--- src/hw/rtl/erd_pkg.sv ---
// ----------------------------------------------------------------------------
// Escape RLE run decoder package
// Shared types and constants for the run decoder and its result queue.
// ----------------------------------------------------------------------------
`default_nettype none

package erd_pkg;

	localparam logic [7:0] ESC_BYTE = 8'hED;
	localparam logic [8:0] FULL_RUN = 9'd256;

	localparam logic [15:0] DEST_BASE_RST = 16'h4000;
	localparam logic [16:0] DEST_END_RST  = 17'h10000;

	localparam int QUEUE_DEPTH = 4;
	localparam int QPTR_W      = $clog2(QUEUE_DEPTH);
	localparam int QCNT_W      = $clog2(QUEUE_DEPTH + 1);

	localparam int OUT_TDATA_W = 40;

	// Configuration register indices.
	typedef enum logic [1:0] {
		REG_COMPRESSED_MODE = 2'd0,
		REG_DEST_BASE       = 2'd1,
		REG_DEST_END        = 2'd2
	} reg_idx_t;

	// Decode phases.
	typedef enum logic [1:0] {
		PH_PLAIN = 2'd0,
		PH_ONE_ED = 2'd1,
		PH_TWO_ED = 2'd2,
		PH_COUNT = 2'd3
	} phase_t;

	typedef struct packed {
		logic [15:0] write_address;
		logic [7:0]  fill_value;
		logic [8:0]  run_length;
		logic        stream_end;
	} res_t;

	// Results produced by one accepted byte: up to two words.
	typedef struct packed {
		logic [1:0] n;
		res_t       r0;
		res_t       r1;
	} push_t;

endpackage

`default_nettype wire

--- src/hw/rtl/escape_rle_run_decoder_core.sv ---
// ----------------------------------------------------------------------------
// Escape RLE run decoder core
// Turns a snapshot RAM byte stream into memory-fill commands.
// ----------------------------------------------------------------------------
// The core takes one byte per cycle on the s_ stream and emits fill words
// (address, value, length) on the m_ stream. A byte is decoded in the cycle it
// is accepted by the decode stage and its words enter a four-word queue, so
// the input keeps taking one byte per cycle while the output drains at one
// word per cycle while m_tready is high; a lone ED makes two words, and the
// input pauses only when the queue holds more than two. The tlast byte closes
// the stream: its last word carries tlast, and an end marker of length zero
// is sent if it would otherwise make none. Configuration writes are taken at
// once, and are meant for times when no stream is in flight.
// ----------------------------------------------------------------------------
`default_nettype none

module escape_rle_run_decoder_core
	import erd_pkg::*;
(
	input  wire logic                   clk,
	input  wire logic                   arst_n,
	input  wire logic                   s_tvalid,
	output logic                        s_tready,
	input  wire logic [7:0]             s_tdata,   // [7:0] data_byte
	input  wire logic                   s_tlast,   // last_byte
	output logic                        m_tvalid,
	input  wire logic                   m_tready,
	output logic [OUT_TDATA_W-1:0]      m_tdata,   // [15:0] write_address, [23:16] fill_value,
	                                               // [32:24] run_length, [39:33] zero
	output logic                        m_tlast,   // stream_end
	input  wire logic                   cfg_valid,
	output logic                        cfg_ready,
	input  wire logic [1:0]             cfg_index,
	input  wire logic [16:0]            cfg_data
);

	push_t push;
	res_t  head;
	logic  room;
	logic  accept;

	assign s_tready  = room;
	assign accept    = s_tvalid && room;
	assign cfg_ready = 1'b1;

	erd_decode u_decode (
		.clk       (clk),
		.arst_n    (arst_n),
		.accept    (accept),
		.data_byte (s_tdata),
		.last_byte (s_tlast),
		.cfg_write (cfg_valid),
		.cfg_index (cfg_index),
		.cfg_data  (cfg_data),
		.push      (push)
	);

	erd_out_queue u_queue (
		.clk       (clk),
		.arst_n    (arst_n),
		.push      (push),
		.room      (room),
		.out_valid (m_tvalid),
		.out_ready (m_tready),
		.out_res   (head)
	);

	assign m_tdata = {7'd0, head.run_length, head.fill_value, head.write_address};
	assign m_tlast = head.stream_end;

endmodule

`default_nettype wire

--- src/hw/rtl/erd_decode.sv ---
// ----------------------------------------------------------------------------
// Escape RLE run decoder: decode stage
// Holds the configuration and the decode state, and turns each accepted byte
// into zero, one or two fill commands with clipping at the destination limit.
// ----------------------------------------------------------------------------
`default_nettype none

module erd_decode
	import erd_pkg::*;
(
	input  wire logic        clk,
	input  wire logic        arst_n,
	input  wire logic        accept,
	input  wire logic [7:0]  data_byte,
	input  wire logic        last_byte,
	input  wire logic        cfg_write,
	input  wire logic [1:0]  cfg_index,
	input  wire logic [16:0] cfg_data,
	output push_t            push
);

	logic        compressed_mode_q;
	logic [15:0] dest_base_q;
	logic [16:0] dest_end_q;
	phase_t      phase_q;
	logic [7:0]  held_count_q;
	logic [16:0] write_pointer_q;

	phase_t      phase_n;
	logic [7:0]  held_count_n;
	logic        req_a;
	logic        req_b;
	logic [7:0]  val_a;
	logic [7:0]  val_b;
	logic [8:0]  len_a;
	logic [16:0] avail;
	logic [8:0]  clip_a;
	logic [16:0] avail_b;
	logic        v_a;
	logic        v_b;
	logic [16:0] wp_b;
	logic [16:0] wp_n;
	res_t        res_a;
	res_t        res_b;
	res_t        res_mark;

	always_comb begin
		phase_n      = phase_q;
		held_count_n = held_count_q;
		req_a        = 1'b0;
		req_b        = 1'b0;
		val_a        = data_byte;
		val_b        = data_byte;
		len_a        = 9'd1;
		if (!compressed_mode_q) begin
			phase_n = PH_PLAIN;
			req_a   = 1'b1;
		end else begin
			case (phase_q)
				PH_PLAIN: begin
					if (data_byte == ESC_BYTE) begin
						phase_n = PH_ONE_ED;
					end else begin
						req_a = 1'b1;
					end
				end
				PH_ONE_ED: begin
					if (data_byte == ESC_BYTE) begin
						phase_n = PH_TWO_ED;
					end else begin
						req_a   = 1'b1;
						val_a   = ESC_BYTE;
						req_b   = 1'b1;
						phase_n = PH_PLAIN;
					end
				end
				PH_TWO_ED: begin
					held_count_n = data_byte;
					phase_n      = PH_COUNT;
				end
				PH_COUNT: begin
					req_a   = 1'b1;
					len_a   = (held_count_q == 8'd0) ? FULL_RUN : {1'b0, held_count_q};
					phase_n = PH_PLAIN;
				end
				default: begin
					phase_n = PH_PLAIN;
				end
			endcase
		end
		// A single ED left pending at the end of the stream is flushed as a literal.
		if (last_byte && phase_n == PH_ONE_ED) begin
			req_b = 1'b1;
			val_b = ESC_BYTE;
		end
	end

	// Clip each run to the space left below the destination limit.
	always_comb begin
		avail   = (dest_end_q > write_pointer_q) ? (dest_end_q - write_pointer_q) : 17'd0;
		clip_a  = req_a ? ((17'(len_a) > avail) ? avail[8:0] : len_a) : 9'd0;
		v_a     = clip_a != 9'd0;
		wp_b    = write_pointer_q + 17'(clip_a);
		avail_b = avail - 17'(clip_a);
		v_b     = req_b && (avail_b != 17'd0);
		wp_n    = wp_b + (v_b ? 17'd1 : 17'd0);
	end

	always_comb begin
		res_a.write_address = write_pointer_q[15:0];
		res_a.fill_value    = val_a;
		res_a.run_length    = clip_a;
		res_a.stream_end    = last_byte && !v_b;
		res_b.write_address = wp_b[15:0];
		res_b.fill_value    = val_b;
		res_b.run_length    = 9'd1;
		res_b.stream_end    = last_byte;
		res_mark.write_address = write_pointer_q[15:0];
		res_mark.fill_value    = 8'd0;
		res_mark.run_length    = 9'd0;
		res_mark.stream_end    = 1'b1;

		push.r1 = res_b;
		if (v_a) begin
			push.r0 = res_a;
			push.n  = v_b ? 2'd2 : 2'd1;
		end else if (v_b) begin
			push.r0 = res_b;
			push.n  = 2'd1;
		end else begin
			push.r0 = res_mark;
			push.n  = last_byte ? 2'd1 : 2'd0;
		end
		if (!accept) begin
			push.n = 2'd0;
		end
	end

	always_ff @(posedge clk or negedge arst_n) begin
		if (!arst_n) begin
			compressed_mode_q <= 1'b1;
			dest_base_q       <= DEST_BASE_RST;
			dest_end_q        <= DEST_END_RST;
			phase_q           <= PH_PLAIN;
			held_count_q      <= 8'd0;
			write_pointer_q   <= {1'b0, DEST_BASE_RST};
		end else begin
			if (cfg_write) begin
				case (cfg_index)
					REG_COMPRESSED_MODE: compressed_mode_q <= cfg_data[0];
					REG_DEST_BASE: begin
						dest_base_q     <= cfg_data[15:0];
						write_pointer_q <= {1'b0, cfg_data[15:0]};
					end
					REG_DEST_END: dest_end_q <= cfg_data;
					default: begin
					end
				endcase
			end
			if (accept) begin
				if (last_byte) begin
					phase_q         <= PH_PLAIN;
					held_count_q    <= 8'd0;
					write_pointer_q <= {1'b0, dest_base_q};
				end else begin
					phase_q         <= phase_n;
					held_count_q    <= held_count_n;
					write_pointer_q <= wp_n;
				end
			end
		end
	end

	// The final byte of a stream always yields at least one word.
	a_last_yields: assert property (@(posedge clk) disable iff (!arst_n)
		(accept && last_byte) |-> (push.n != 2'd0))
		else $error("final byte produced no result");

	// A stream closes with the decoder back in its plain phase.
	a_last_resets: assert property (@(posedge clk) disable iff (!arst_n)
		(accept && last_byte) |=> (phase_q == PH_PLAIN && held_count_q == 8'd0))
		else $error("decode state not cleared after stream end");

	// A second word only follows a lone ED.
	a_two_words: assert property (@(posedge clk) disable iff (!arst_n)
		(push.n == 2'd2) |-> (push.r1.run_length == 9'd1 && push.r0.run_length == 9'd1))
		else $error("unexpected pair of results");

endmodule

`default_nettype wire

--- src/hw/rtl/erd_out_queue.sv ---
// ----------------------------------------------------------------------------
// Escape RLE run decoder: result queue
// Small queue that takes up to two result words a cycle and delivers one while out_ready is high.
// ----------------------------------------------------------------------------
`default_nettype none

module erd_out_queue
	import erd_pkg::*;
(
	input  wire logic  clk,
	input  wire logic  arst_n,
	input  wire push_t push,
	output logic       room,
	output logic       out_valid,
	input  wire logic  out_ready,
	output res_t       out_res
);

	res_t              mem_q [QUEUE_DEPTH];
	logic [QPTR_W-1:0] wr_q;
	logic [QPTR_W-1:0] rd_q;
	logic [QCNT_W-1:0] count_q;
	logic              pop;
	logic [QPTR_W-1:0] wr_1;

	assign out_valid = count_q != '0;
	assign out_res   = mem_q[rd_q];
	assign pop       = out_valid && out_ready;
	// Room is kept for the worst case of two words from the next byte.
	assign room      = count_q <= QCNT_W'(QUEUE_DEPTH - 2);
	assign wr_1      = wr_q + QPTR_W'(1);

	always_ff @(posedge clk) begin
		if (push.n != 2'd0) begin
			mem_q[wr_q] <= push.r0;
		end
		if (push.n == 2'd2) begin
			mem_q[wr_1] <= push.r1;
		end
	end

	always_ff @(posedge clk or negedge arst_n) begin
		if (!arst_n) begin
			wr_q    <= '0;
			rd_q    <= '0;
			count_q <= '0;
		end else begin
			wr_q    <= wr_q + QPTR_W'(push.n);
			count_q <= count_q + QCNT_W'(push.n) - (pop ? QCNT_W'(1) : QCNT_W'(0));
			if (pop) begin
				rd_q <= rd_q + QPTR_W'(1);
			end
		end
	end

	a_no_overflow: assert property (@(posedge clk) disable iff (!arst_n)
		count_q <= QCNT_W'(QUEUE_DEPTH))
		else $error("result queue overflow");

	a_push_fits: assert property (@(posedge clk) disable iff (!arst_n)
		(push.n != 2'd0) |-> room)
		else $error("words pushed without room");

	a_count_track: assert property (@(posedge clk) disable iff (!arst_n)
		$past(arst_n) |-> (count_q == $past(count_q) + QCNT_W'($past(push.n))
			- ($past(pop) ? QCNT_W'(1) : QCNT_W'(0))))
		else $error("queue fill count out of step");

endmodule

`default_nettype wire
--- config.mk ---
export PLATFORM = sky130hd
export DESIGN_NAME = escape_rle_run_decoder_core
export DESIGN_NICKNAME = d
export VERILOG_FILES = /design/src/hw/rtl/erd_pkg.sv /design/src/hw/rtl/escape_rle_run_decoder_core.sv /design/src/hw/rtl/erd_decode.sv /design/src/hw/rtl/erd_out_queue.sv
export SDC_FILE = /design/constraint.sdc
export NUM_CORES = 1
export LEC_CHECK = 0
export ABC_AREA = 1
export ABC_CLOCK_PERIOD_IN_PS = 6200
export BUFFER_PORTS_ARGS = -buffer_cell sky130_fd_sc_hd__buf_2
export CAP_MARGIN = 25
export CELL_PAD_IN_SITES_DETAIL_PLACEMENT = 0
export CELL_PAD_IN_SITES_GLOBAL_PLACEMENT = 1
export CORE_MARGIN = 1.5
export CORE_UTILIZATION = 30
export CTS_BUF_LIST = sky130_fd_sc_hd__clkbuf_16
export CTS_CLUSTER_DIAMETER = 200
export CTS_CLUSTER_SIZE = 24
export DETAILED_ROUTE_END_ITERATION = 12
export GPL_TIMING_DRIVEN = 0
export PLACE_DENSITY_LB_ADDON = 0.1
export SLEW_MARGIN = 20
export SYNTH_ARGS = -nofsm -noshare
export SYNTH_HDL_FRONTEND = slang
export SYNTH_SLANG_ARGS = --single-unit
--- constraint.sdc ---
create_clock -name clk -period 6.2 [get_ports clk]
set_clock_uncertainty 0.1 [all_clocks]
set_input_delay 0.31 -clock clk [delete_from_list [all_inputs] [get_ports clk]]
set_output_delay 0.31 -clock clk [all_outputs]
set_load 0.005 [all_outputs]
==> results.py <==
metrics = {
    "synthesis": {
        "synth_seq_cells": 204,
        "yosys.area_share.simple": 0.269,
        "synth_seq_area_share": 0.408,
        "synth-edff-count": 100,
        "postSynth.asyncResetShare": 0.333,
        "ys.flop_type": "edfxtp_1",
        "synth_top_family_by_area": "simple AND/OR/NAND/NOR gates",
        "synthAdderAreaFrac": 0.0516,
        "synth_area_per_cell_um2": 7.37,
        "syn_inst": 1804,
        "synthTopCellsByArea": "edfxtp_1 (23%), nand2_1 (13%), dfrtp_1 (12%)",
        "synthXorXnorAreaFrac": 0.0198,
        "yosys.area.top_type_share": 0.226,
        "yosys_warnings": 0,
        "ys_types": 55,
        "synth-compound-area-share": 0.151,
        "muxShareOfSynthArea": 0.00169,
        "synth_top_cell_by_area": "edfxtp_1",
        "netlist_area_mm2": 0.0133,
    },
    "route": {
        "wl_per_cell_um": 19.3,
        "first_iter_violations": 823,
        "firstDrtPassIters": 5,
        "vias": 12800,
        "drc": 0,
        "viasPerCell": 4.85,
        "drtAntennaViolNets": 0,
        "routed_wl_um": 51100,
    },
    "place": {
        "dp_cells": 2466,
        "numPortBuffers": 68,
        "placed_area_mm2": 0.0148,
        "dp_slack_ns": -1.72,
        "globalplace.congestion": 0.837,
        "hpwl_um": 36800,
    },
    "worst_setup_path": {
        "r2r-end": "u_queue.count_q[2]",
        "crit_fanout": 5,
        "r2r_start": "u_decode.write_pointer_q[14]",
        "cp-end-kind": "flop",
        "worst_ep_required_time_ns": 6.49,
        "slowest_delay_ns": 0.57,
        "slowest_stage": "dfstp_2",
        "reg2reg_depth": 47,
        "reg2reg_slack_ns": -0.49,
        "start_kind": "flop",
        "crit_type": "reg -> reg",
        "cpMostUsedCell": "nand2_1",
        "worstPathArrival_ns": 6.97,
    },
    "run_status": {
        "run_status": "finished with violations",
        "violations": "negative setup slack",
    },
    "power": {
        "cellPowerDensity_mw_per_mm2": 474,
        "vdd_drop_max_mv": 0.393,
        "switching_power_mw": 4.33,
        "pwr-share-clk": 0.101,
        "p_leak_nw": 8.42,
        "power_mw": 8.77,
        "switching_share": 0.493,
        "sequentialPowerShare": 0.227,
        "intPower_mw": 4.45,
        "p_comb_frac": 0.672,
    },
    "layout": {
        "drive_gt1_frac": 0.281,
        "final_common_cell": "nand2_1",
        "fin_nets": 2143,
        "layout_common_cells": "nand2_1 (427), inv_1 (197), nor2_1 (166)",
        "nFillCells": 4442,
        "antennaDiodeCount": 0,
        "instances_no_fill": 2648,
        "postLayoutCellArea_mm2": 0.0185,
        "area_delta_synth_final_pct": 39.1,
    },
    "hold_path": {
        "holdPathEnd": "u_decode.dest_base_q[15]",
        "min_from": "cfg_data[15]",
        "hold_path_class": "in -> reg",
        "whs_path_depth": 3,
    },
    "die": {
        "fp.dieW_um": 214,
        "coreArea_mm2": 0.0434,
        "start_util": 0.307,
        "num_rows": 76,
        "io_pins": 77,
        "die_area_mm2": 0.0456,
        "die_h_um": 214,
    },
    "cts": {
        "h-tree-depth": 1,
        "cts.sinks": 204,
        "cts_buffer_depth": 3,
        "path_clk_slew_ns": 0.11,
        "clock_latency_ns": 0.50,
        "cts-root-buf": "clkbuf_16",
        "cts_buffers": 12,
        "cts_tree": "built",
    },
    "sta": {
        "rsz0062_at_grt": "yes",
        "period_minus_slack_ns": 6.69,
        "slew_headroom": 0.261,
        "fin_crit_sh": 1.08,
        "final_hold_viol_count": 0,
        "worst_hold_slack_ns": 0.00668,
        "setup_viol": 252,
        "drv_slew": 0,
        "max_freq_mhz": 150,
        "layout_setup_ws_ns": -0.487,
        "tightest_slew_ns": 1.10,
    },
    "run": {
        "drv_cap": 0,
    },
    "grt": {
        "grt_pass1_vias": 12600,
        "grt_max_degree": 40,
        "gr-total-overflow": 0,
        "antenna_found_initial": 0,
        "grt_use_total": 0.225,
        "grt_pass1_wl_um": 77100,
    },
}
==> worst max-delay path: cells and delay by family (launching register included) <==
| family | cells | cell delay (ns) |
|---|---|---|
| buffers and inverters | 9 | 0.94 |
| AND/OR/NAND/NOR | 24 | 2.16 |
| adder cells (fa/ha/maj) | 5 | 1.39 |
| XOR/XNOR | 2 | 0.31 |
| AO/OA/AOI/OAI | 7 | 1.10 |
| flip-flops | 1 | 0.57 |
==> layer usage <==
layer | wire length (um) | vias to the layer above | track usage
met2 | 24700 | 256 | 0.388
met3 | 1800 | 52 | 0.0148
li1 | - | 6439 | -
met5 | 0 | - | 0
met4 | 1220 | 0 | 0.0546
met1 | 23400 | 6102 | 0.307
==> worst max path at each step <==
| stage | startpoint | endpoint | depth (start not counted) |
|---|---|---|---|
| after floorplan | u_decode.write_pointer_q[14] | u_decode.write_pointer_q[14] | 57 |
| after global placement | u_decode.write_pointer_q[11] | u_queue.mem_q[3][27] | 47 |
| after detailed placement | u_decode.write_pointer_q[15] | u_decode.write_pointer_q[13] | 49 |
| after CTS | u_decode.write_pointer_q[14] | u_decode.write_pointer_q[15] | 52 |
| after global routing | u_decode.write_pointer_q[2] | u_decode.write_pointer_q[12] | 56 |
| final | u_decode.write_pointer_q[14] | u_queue.count_q[2] | 47 |
==> flip-flops by register name, indices dropped and copies added (netlist names) <==
| signal | count |
|---|---|
| u_decode.held_count_q | 8 |
| u_queue.rd_q | 2 |
| u_queue.mem_q | 136 |
| u_decode.dest_base_q | 16 |
| u_queue.wr_q | 2 |
| u_decode.phase_q | 2 |
| u_decode.write_pointer_q | 17 |
| u_decode.dest_end_q | 17 |
| u_queue.count_q | 3 |
| u_decode.compressed_mode_q | 1 |
==> layout make-up <==
class,instances,area (um2),area share
Sequential cell,204,5430,0.294
Clock buffer,13,325,0.0176
Inverter,231,902,0.0488
Buffer,79,686,0.0371
Multi-Input combinational cell,1299,8180,0.442
Clock inverter,7,38.8,0.00210
Timing Repair Buffer,230,2200,0.119
Tap cell,585,732,0.0396
==> through the flow <==
stage           util  TNS (ns)
2_1_floorplan      -   -0.0439
3_3_place_gp   0.340   -363.78
3_5_place_dp   0.342   -281.88
4_1_cts        0.414    -61.93
5_1_grt        0.427   -175.07
6_report       0.427    -71.73
==> cells in the mapped netlist (9+ instances only) <==
cell and number:
nand2_1 475, inv_1 221, nor2_1 193, o21ai_0 187
edfxtp_1 100, nand3_1 92, a21oi_1 68, dfrtp_1 64
ha_1 50, o21ai_1 44, clkbuf_1 40, dfxtp_1 36
o22ai_1 29, xor2_1 21, nand4_1 19, buf_2 17
nor3_1 12, buf_6 11, buf_4 9, o21ai_2 9
xnor2_1 9
==> power by group through the flow <==
stage	clock, mW	combinational, mW	sequential [mW]
finish	0.890	5.89	1.99
global placement	0	4.59	2.01
global route	0.948	6.51	2.03
detailed placement	0	4.62	2.02
CTS	0.905	5.55	1.99
floorplan	0	3.17	1.97
==> logic make-up after synthesis <==
logic type	count (synthesis)
simple gates	834
compound gates	367
buf+inv	312
flops	204
fa+ha+maj	53
xor+xnor	30
other cells	2
mux	2
==> repair_timing <==
item / CTS / global route
setup buffers: 121 / 28
gates resized for setup: 360 / 106
pin swaps: 86 / 53
hold buffers: 2 / 0
hold endpoints to repair: 30 / 0
gates cloned: 17 / 3
setup endpoints to repair: 258 / 258
No activity file was read; power rests on OpenSTA's default activity.
